[config.mk]
export PLATFORM = sky130hd
export DESIGN_NAME = combine_and_sort_values
export DESIGN_NICKNAME = d
export VERILOG_FILES = /design/src/cas_pkg.sv /design/src/combine_and_sort_values.sv /design/src/cas_datapath.sv /design/src/cas_controller.sv
export SDC_FILE = /design/constraint.sdc
export NUM_CORES = 2
export LEC_CHECK = 0
export ABC_AREA = 1
export BUFFER_PORTS_ARGS = -buffer_cell sky130_fd_sc_hd__clkbuf_2
export CAP_MARGIN = 15
export CORE_MARGIN = 5
export CORE_UTILIZATION = 50
export DETAILED_ROUTE_END_ITERATION = 10
export HOLD_SLACK_MARGIN = 0.02
export PLACE_DENSITY = 0.67
export SYNTH_ARGS = -nofsm -noshare
export SYNTH_HDL_FRONTEND = slang
export SYNTH_SLANG_ARGS = --single-unit
[constraint.sdc]
create_clock -name aclk -period 5.9 [get_ports aclk]
set_clock_uncertainty 0.05 [all_clocks]
set_input_delay 1.18 -clock aclk [delete_from_list [all_inputs] [get_ports aclk]]
set_output_delay 1.18 -clock aclk [all_outputs]
set_load 0.05 [all_outputs]
[src/cas_pkg.sv]
// ----------------------------------------------------------------------------
// cas_pkg: shared types for the combine-and-sort block
// Controller states and the command and status groups that pass between
// the controller and the datapath.
// ----------------------------------------------------------------------------
package cas_pkg;

    // Controller states.
    typedef enum logic {
        ST_LOAD,
        ST_EMIT
    } state_t;

    // Commands from the controller to the datapath.
    typedef struct packed {
        logic insert;     // Insert the incoming beat into the cell chain.
        logic shift_out;  // Drop the head cell and move the chain down.
    } cmd_t;

    // Status from the datapath to the controller.
    typedef struct packed {
        logic last_one;   // Exactly one stored value remains.
        logic dropped;    // A value of this set was discarded.
    } sts_t;

endpackage

[src/combine_and_sort_values.sv]
// Latency: the first result beat is valid in the cycle after the marked input beat.
// Throughput: one input beat per cycle while loading, one result beat per cycle
// while emitting and m_tready is high; a set of n input beats gives min(n, CAPACITY)
// result beats.
// No input beat is taken while a run is being emitted; the cell chain does both.
// Reset (aresetn low, synchronous) empties the store and clears the overflow flag.
// ----------------------------------------------------------------------------
// combine_and_sort_values: streaming sorter for a combined set of values
// Stores signed values in sorted order as they arrive and, after the marked
// final beat, emits them in ascending order with a flag for dropped values.
// ----------------------------------------------------------------------------
module combine_and_sort_values #(
    parameter int CAPACITY   = 32,
    parameter int DATA_WIDTH = 32
) (
    input  logic                                  aclk,
    input  logic                                  aresetn,
    input  logic                                  s_tvalid,
    output logic                                  s_tready,
    input  logic [((DATA_WIDTH + 7) / 8) * 8-1:0] s_tdata,   // [DATA_WIDTH-1:0] value
    input  logic                                  s_tlast,   // last_in
    output logic                                  m_tvalid,
    input  logic                                  m_tready,
    output logic [((DATA_WIDTH + 7) / 8) * 8-1:0] m_tdata,   // [DATA_WIDTH-1:0] sorted_value
    output logic                                  m_tlast,   // last_out
    output logic                                  m_tuser    // [0] dropped
);
    import cas_pkg::*;

    localparam int TDATA_W = ((DATA_WIDTH + 7) / 8) * 8;

    cmd_t                  cmd;
    sts_t                  sts;
    logic [DATA_WIDTH-1:0] head_value;

    // Sequencing.
    cas_controller u_ctrl (
        .aclk     (aclk),
        .aresetn  (aresetn),
        .s_tvalid (s_tvalid),
        .s_tlast  (s_tlast),
        .m_tready (m_tready),
        .sts      (sts),
        .cmd      (cmd),
        .s_tready (s_tready),
        .m_tvalid (m_tvalid)
    );

    // Sorted storage.
    cas_datapath #(
        .CAPACITY   (CAPACITY),
        .DATA_WIDTH (DATA_WIDTH)
    ) u_dp (
        .aclk       (aclk),
        .aresetn    (aresetn),
        .cmd        (cmd),
        .in_value   (s_tdata[DATA_WIDTH-1:0]),
        .sts        (sts),
        .head_value (head_value)
    );

    assign m_tdata = TDATA_W'(head_value);
    assign m_tlast = sts.last_one;
    assign m_tuser = sts.dropped;

    // Loading and emitting never overlap.
    a_no_overlap: assert property (@(posedge aclk) disable iff (!aresetn)
        !(s_tready && m_tvalid))
        else $error("input and output channels active together");

    // After the final result beat the block loads again.
    a_back_to_load: assert property (@(posedge aclk) disable iff (!aresetn)
        (m_tvalid && m_tready && m_tlast) |=> (s_tready && !m_tvalid))
        else $error("block did not return to loading after the run");

    // A run continues until its final beat.
    a_run_continues: assert property (@(posedge aclk) disable iff (!aresetn)
        (m_tvalid && m_tready && !m_tlast) |=> m_tvalid)
        else $error("run ended without a final beat");

    // The dropped flag is the same on every beat of a run.
    a_flag_steady: assert property (@(posedge aclk) disable iff (!aresetn)
        (m_tvalid && m_tready && !m_tlast) |=> $stable(m_tuser))
        else $error("dropped flag changed within a run");

endmodule

[src/cas_datapath.sv]
// ----------------------------------------------------------------------------
// cas_datapath: insertion cell chain
// Keeps the stored values in ascending signed order. Each inserted value
// is written straight into its sorted place; emission reads the head cell and
// shifts the chain down by one.
// ----------------------------------------------------------------------------
module cas_datapath #(
    parameter int CAPACITY   = 32,
    parameter int DATA_WIDTH = 32
) (
    input  logic                  aclk,
    input  logic                  aresetn,
    input  cas_pkg::cmd_t         cmd,
    input  logic [DATA_WIDTH-1:0] in_value,
    output cas_pkg::sts_t         sts,
    output logic [DATA_WIDTH-1:0] head_value
);
    import cas_pkg::*;

    localparam int CNT_W = $clog2(CAPACITY + 1);

    logic [DATA_WIDTH-1:0] cell_reg [CAPACITY];
    logic [CNT_W-1:0]      count_reg;
    logic [CNT_W-1:0]      count_next;
    logic                  ovf_reg;
    logic                  ovf_next;
    logic                  full;
    logic [CAPACITY-1:0]   gt;
    logic [DATA_WIDTH-1:0] in_key;

    assign full   = (count_reg == CNT_W'(CAPACITY));
    assign in_key = {~in_value[DATA_WIDTH-1], in_value[DATA_WIDTH-2:0]};

    // A cell is "greater" when it holds a larger value or lies past the fill.
    genvar gi;
    generate
        for (gi = 0; gi < CAPACITY; gi++) begin : g_cmp
            logic [DATA_WIDTH-1:0] cell_key;
            assign cell_key = {~cell_reg[gi][DATA_WIDTH-1], cell_reg[gi][DATA_WIDTH-2:0]};
            assign gt[gi]   = (CNT_W'(gi) >= count_reg) || (cell_key > in_key);
        end
    endgenerate

    // Cell updates: insert in place, or shift toward the head on emission.
    generate
        for (gi = 0; gi < CAPACITY; gi++) begin : g_cell
            always_ff @(posedge aclk) begin
                if (cmd.insert && !full) begin
                    if (gt[gi]) begin
                        if (gi == 0) begin
                            cell_reg[gi] <= in_value;
                        end else if (!gt[(gi > 0) ? gi - 1 : 0]) begin
                            cell_reg[gi] <= in_value;
                        end else begin
                            cell_reg[gi] <= cell_reg[(gi > 0) ? gi - 1 : 0];
                        end
                    end
                end else if (cmd.shift_out) begin
                    if (gi < CAPACITY - 1) begin
                        cell_reg[gi] <= cell_reg[(gi < CAPACITY - 1) ? gi + 1 : gi];
                    end
                end
            end
        end
    endgenerate

    // Fill count and overflow flag.
    always_comb begin
        count_next = count_reg;
        ovf_next   = ovf_reg;
        if (cmd.insert) begin
            if (full) begin
                ovf_next = 1'b1;
            end else begin
                count_next = count_reg + CNT_W'(1);
            end
        end else if (cmd.shift_out) begin
            count_next = count_reg - CNT_W'(1);
            if (count_reg == CNT_W'(1)) begin
                ovf_next = 1'b0;
            end
        end
    end

    always_ff @(posedge aclk) begin
        if (!aresetn) begin
            count_reg <= '0;
            ovf_reg   <= 1'b0;
        end else begin
            count_reg <= count_next;
            ovf_reg   <= ovf_next;
        end
    end

    assign sts.last_one = (count_reg == CNT_W'(1));
    assign sts.dropped  = ovf_reg;
    assign head_value   = cell_reg[0];

endmodule

[src/cas_controller.sv]
// ----------------------------------------------------------------------------
// cas_controller: load and emit sequencing
// Accepts beats until the marked one, then hands out the stored values one
// beat at a time until the chain is empty.
// ----------------------------------------------------------------------------
module cas_controller (
    input  logic          aclk,
    input  logic          aresetn,
    input  logic          s_tvalid,
    input  logic          s_tlast,
    input  logic          m_tready,
    input  cas_pkg::sts_t sts,
    output cas_pkg::cmd_t cmd,
    output logic          s_tready,
    output logic          m_tvalid
);
    import cas_pkg::*;

    state_t state_reg;
    state_t state_next;

    // State register.
    always_ff @(posedge aclk) begin
        if (!aresetn) begin
            state_reg <= ST_LOAD;
        end else begin
            state_reg <= state_next;
        end
    end

    // Next state and commands.
    always_comb begin
        state_next    = state_reg;
        cmd.insert    = 1'b0;
        cmd.shift_out = 1'b0;
        s_tready      = 1'b0;
        m_tvalid      = 1'b0;
        case (state_reg)
            ST_LOAD: begin
                s_tready = 1'b1;
                if (s_tvalid) begin
                    cmd.insert = 1'b1;
                    if (s_tlast) begin
                        state_next = ST_EMIT;
                    end
                end
            end
            ST_EMIT: begin
                m_tvalid = 1'b1;
                if (m_tready) begin
                    cmd.shift_out = 1'b1;
                    if (sts.last_one) begin
                        state_next = ST_LOAD;
                    end
                end
            end
            default: begin
                state_next = ST_LOAD;
            end
        endcase
    end

endmodule

==> Word-level counts from Yosys, hierarchy flattened <==
Memory sizes are Yosys's and may differ from the RTL's.
Cells that the tools add are included.
{ "op_classes": {"n_addsub": 2, "order_cmp": 64, "eq_ne": 4, "n_mux": 333, "n_bitwise": 96, "n_reduce_logical": 38} }
{ "op_table": {"columns": ["operator", "n"], "rows": [
  ["$mux W32", 62],
  ["$gt A32 B32 Y1", 32],
  ["$mux W1", 267],
  ["$ge A5 B6 Y1 const A", 16],
  ["$or A1 B1 Y1", 62],
  ["$ge A4 B6 Y1 const A", 8],
  ["$not A1 Y1", 34],
  ["$logic_or A1 B1 Y1", 32],
  ["$ge A3 B6 Y1 const A", 4],
  ["$mux W6", 3],
  ["$ge A1 B6 Y1 const A", 2],
  ["$ge A2 B6 Y1 const A", 2],
  ["$add A6 B1 Y6 const B", 1],
  ["$eq A6 B1 Y1 const B", 1],
  ["$eq A6 B6 Y1 const B", 1],
  ["$sub A6 B1 Y6 const B", 1],
  ["$ne A2 B2 Y1 const B", 2],
  ["$reduce_bool A2 Y1", 2],
  ["$reduce_and A3 Y1", 1],
  ["$pmux W1 S2", 1],
  ["$reduce_and A2 Y1", 1],
  ["$logic_and A1 B1 Y1", 1],
  ["$logic_not A1 Y1", 1]
]} }
{ "word_totals": {"reg_bits": 8, "ram_bits": 1024, "inputBits": 37, "output_inout_bits": 36, "wordCells": 541, "mem_count": 1} }
{ "memory_table": {"columns": ["memory", "words", "word_bits", "read_ports", "rd_clocked_by_memory_dff", "wr", "line", "text"], "rows": [
  ["u_dp.cell_reg", 32, 32, 32, 0, 32, "cas_datapath.sv:22", "logic [DATA_WIDTH-1:0] cell_reg [CAPACITY];"]
]} }

==> Logic depth before layout (Yosys ltp) <==
{ "logic_depth": {"depth_word": 9, "ltp_mapped": 21, "mapped_depth_nobuf": 19} }

==> Modules after synthesis <==
A second synthesis with hierarchy kept.
{ "hier_totals": {"cells_unflattened": 11461, "hier_area_um2": 86147.6} }
{ "by_module_without_submodules": {"columns": ["mod", "instances", "cells_each", "area_each_um2", "seq_area_each_um2"], "rows": [
  ["cas_datapath", 1, 11450, 86083.8, 30889.6],
  ["cas_controller", 1, 11, 63.8, 20.0]
]} }

==> Worst setup path after synthesis <==
No wires, ideal clock.
{ "synth_path": {"path_kind": "input port to flip-flop", "startpoint": "input s_tdata[15]", "endpoint": "memory u_dp.cell_reg[31][0] (netlist: u_dp.cell_reg[15][32]), enable pin", "setup_ps": 470, "arrival_ps": 5547, "required_ps": 5380, "setup_slack_ps": -167, "stages": 13, "n_path_buf": 1, "cell_sequence": "inv_1 > clkbuf_1 > ha_1 > nand2_1 > inv_1 > nand3_1 > nor3_1 > nand2_1 > nand2_1 > nand2_1 > nand2_1 > nand2_1 > a21boi_0"} }
{ "synth_lines": {"columns": ["element", "line", "text"], "rows": [
  ["from (decl)", "combine_and_sort_values.sv:20", "input logic [((DATA_WIDTH + 7) / 8) * 8-1:0] s_tdata,"],
  ["to (decl)", "cas_datapath.sv:22", null]
]} }

==> metrics.txt <==
Multi-input gate area=45,810 um2; synthesized instance count=11,482; Worst Tran Pin Value=1.254 ns; Die W=421.6 um; combinational share of power=33.7%; total power divided by cell area=323.9 nW/um2; largest net degree at the start of global routing=209; Clock Latency Late Sink=0.79 ns; Top FF cell, synth=edfxtp_1; Buffers on Ports=72; Reg power frac=39.0%; Worst setup SP type=flip-flop; Iteration-0 DRC Markers=10,792; Reg2Reg Depth=10; max cap viols=0; flip-flop and latch area=30,910 um2; # Post-CTS Setup Buffers=0; CP Class=flip-flop to flip-flop; clock sink count=1,032; HP Class=flip-flop to flip-flop; htree depth=4; Via density=6.167; Clock Pin Slew Worst Setup and Hold Paths=0.06 ns; drt total wl=334,600 um; critical path capture point=u_dp.cell_reg[14][55]$_DFFE_PP_; post-synth top area cell=edfxtp_1; outcome=finished clean; critical path data arrival time=5.23 ns; worst-path cell with the longest stage delay=o21ai_1; DP HPWL=240,500 um; CTS Buf Count=132; Place WS=0.4997 ns; via count=83,821; Final Hold Viols=0; EDFF count, synth=1,024; average wire per standard cell=24.62 um; Synth top cells by count=nand2_1, inv_1, nand4_1, nand3_1, ha_1; worst vdd ir=309.0 uV; setup violation total in the final timing report=0; RSZ-0062 raised after global routing=false; Slew Viols, Final=0; Core ar.=168,900 um2; Net Sw Frac=39.93%; die area=177,800 um2; Hold Startpoint=u_dp.ovf_reg$_SDFFE_PN0P_; fillcell total=15,848; Yosys Warn Count=0; crit path time final=4.769 ns; setup tns final=0 ns; GRT Util Overall=36.14%; Final period util=80.82%; hold_buf cts=0; Cell Area, Synth=84,710 um2; Overflow after GRT=0; Initial Utilization=50.16%; total internal power=17.93 mW; Worst Setup SP=u_dp.count_reg[2]$_SDFFE_PN0P_; Final #Nets=12,313; post-CTS sizing=0; Setup crit end kind=flip-flop; leakage power=46.07 nW; most used cell, CP=nand2_1; share of cells above drive strength 1=5.813%; fmax=209.7 MHz; max FFs per register=1,024; DRC viols=0; row cnt=151; worst r2r src=u_dp.count_reg[2]$_SDFFE_PN0P_; Max stage delay on crit path=0.95 ns; Avg Cell Area, Syn=7.378 um2; part of the Yosys area used for sequential elements=36.49%; clk root buf=clkbuf_16; worst-case clock buffer depth=3; ys async rst share=0%; CP Max Fanout=21; Reg-to-Reg End=u_dp.cell_reg[14][55]$_DFFE_PP_; Net Count, Synth=12,547; post-route ant nets=0; Synth cell types=35; router iterations before antenna repair=7; total I/O pin count=73; Slew headroom=15.86%; synthesized flop and latch total=1,032; Switching Power=11.92 mW; top cell type's share of synthesized area=36.30%; count leader, synth=nand2_1; final worst setup slack=1.131 ns; vias in the first global route=78,903; Total Power=29.84 mW; initial antenna violation count=11; cell breakdown of the critical path=nand2_1, o21ai_1, inv_1, a21oi_1, nand2_2, nand3_1, buf_12, nand2_1, nand3_1, nand2_1; Worst EP required=6.36 ns; r2r setup slk=1.13 ns; clock share of power=27.3%; largest cells by area after synthesis=edfxtp_1, nand2_1, ha_1, nand4_1, nand3_1; Area Growth Syn to Fin=8.760%; first-pass GRT wire length=495,800 um; GPL Wtd Cong=0.9938; Die Y=421.6 um; CTS tree=yes
-- worst min path at each step --
stage	endpoint	cells past startpoint
global placement	u_dp.ovf_reg$_SDFFE_PN0P_	2
floorplan	u_dp.count_reg[3]$_SDFFE_PN0P_	1
global route	u_dp.ovf_reg$_SDFFE_PN0P_	2
CTS	u_dp.ovf_reg$_SDFFE_PN0P_	2
finish	u_dp.ovf_reg$_SDFFE_PN0P_	2
detailed placement	u_dp.ovf_reg$_SDFFE_PN0P_	2
-- critical path, delay by kind of cell, from the launching register on --
family	cells	cell delay, ns
AO/OA/AOI/OAI	2	1.74
flip-flops	1	0.62
AND/OR/NAND/NOR	6	1.64
buffers and inverters	2	0.41
-- layout make-up --
type                            instances  area share [%]
Timing Repair Buffer                  402           4.044
Multi-Input combinational cell       8445           49.72
Antenna cell                           20         0.05432
Tap cell                             2218           3.012
Clock inverter                         65          0.6152
Clock buffer                          174           3.926
Sequential cell                      1032           33.55
Inverter                             1235           5.080
-- routing by layer --
layer  track usage, %  part of all wire [%]
met5                0                0.0078
met1            45.95                    38
met3            8.215                    11
met2            55.34                    43
met4            23.70                   7.7
-- cell families after synthesis --
group	Yosys count	synth area share [%]
adder cells (fa/ha/maj)	1028	15.18
buffers and inverters	2005	9.543
AND/OR/NAND/NOR	6729	34.47
flip-flops	1032	36.49
AO/OA/AOI/OAI	687	4.311
XOR/XNOR	1	0.01034
-- stage by stage --
| step | std cells | hold WS (ns) | instance area [um2] | utilization [%] |
|---|---|---|---|---|
| after floorplan | 11482 | 0.4382 | 84720 | - |
| after global placement | 13332 | 0.4110 | 87900 | 52.04 |
| after detailed placement | 13332 | 0.4170 | 87900 | 52.04 |
| after CTS | 13571 | 0.4260 | 92090 | 54.52 |
| after global routing | 13581 | 0.4428 | 92110 | 54.53 |
| final | 13591 | 0.4321 | 92140 | 54.55 |
-- cell usage in the layout (no fill, tap or decap), drive strengths merged, types with 40 or more instances in the layout --
cell type	instances
nand2	4297
inv	1211
nand4	1034
nand3	1033
ha	1028
edfxtp	1024
a21oi	439
nor2	351
buf	332
clkbuf	244
o21ai	161
clkinv	79
a21o	40
-- power groups by stage --
stage	clock network [mW]	registers, mW	logic (mW)
6_report	8.15	11.6	10.1
5_1_grt	8.49	11.7	11.2
3_3_place_gp	0	11.6	9.49
4_1_cts	8.18	11.5	9.86
3_5_place_dp	0	11.7	9.80
2_1_floorplan	0	10.8	6.89
Note: power is estimated with default switching activity, not from simulation.
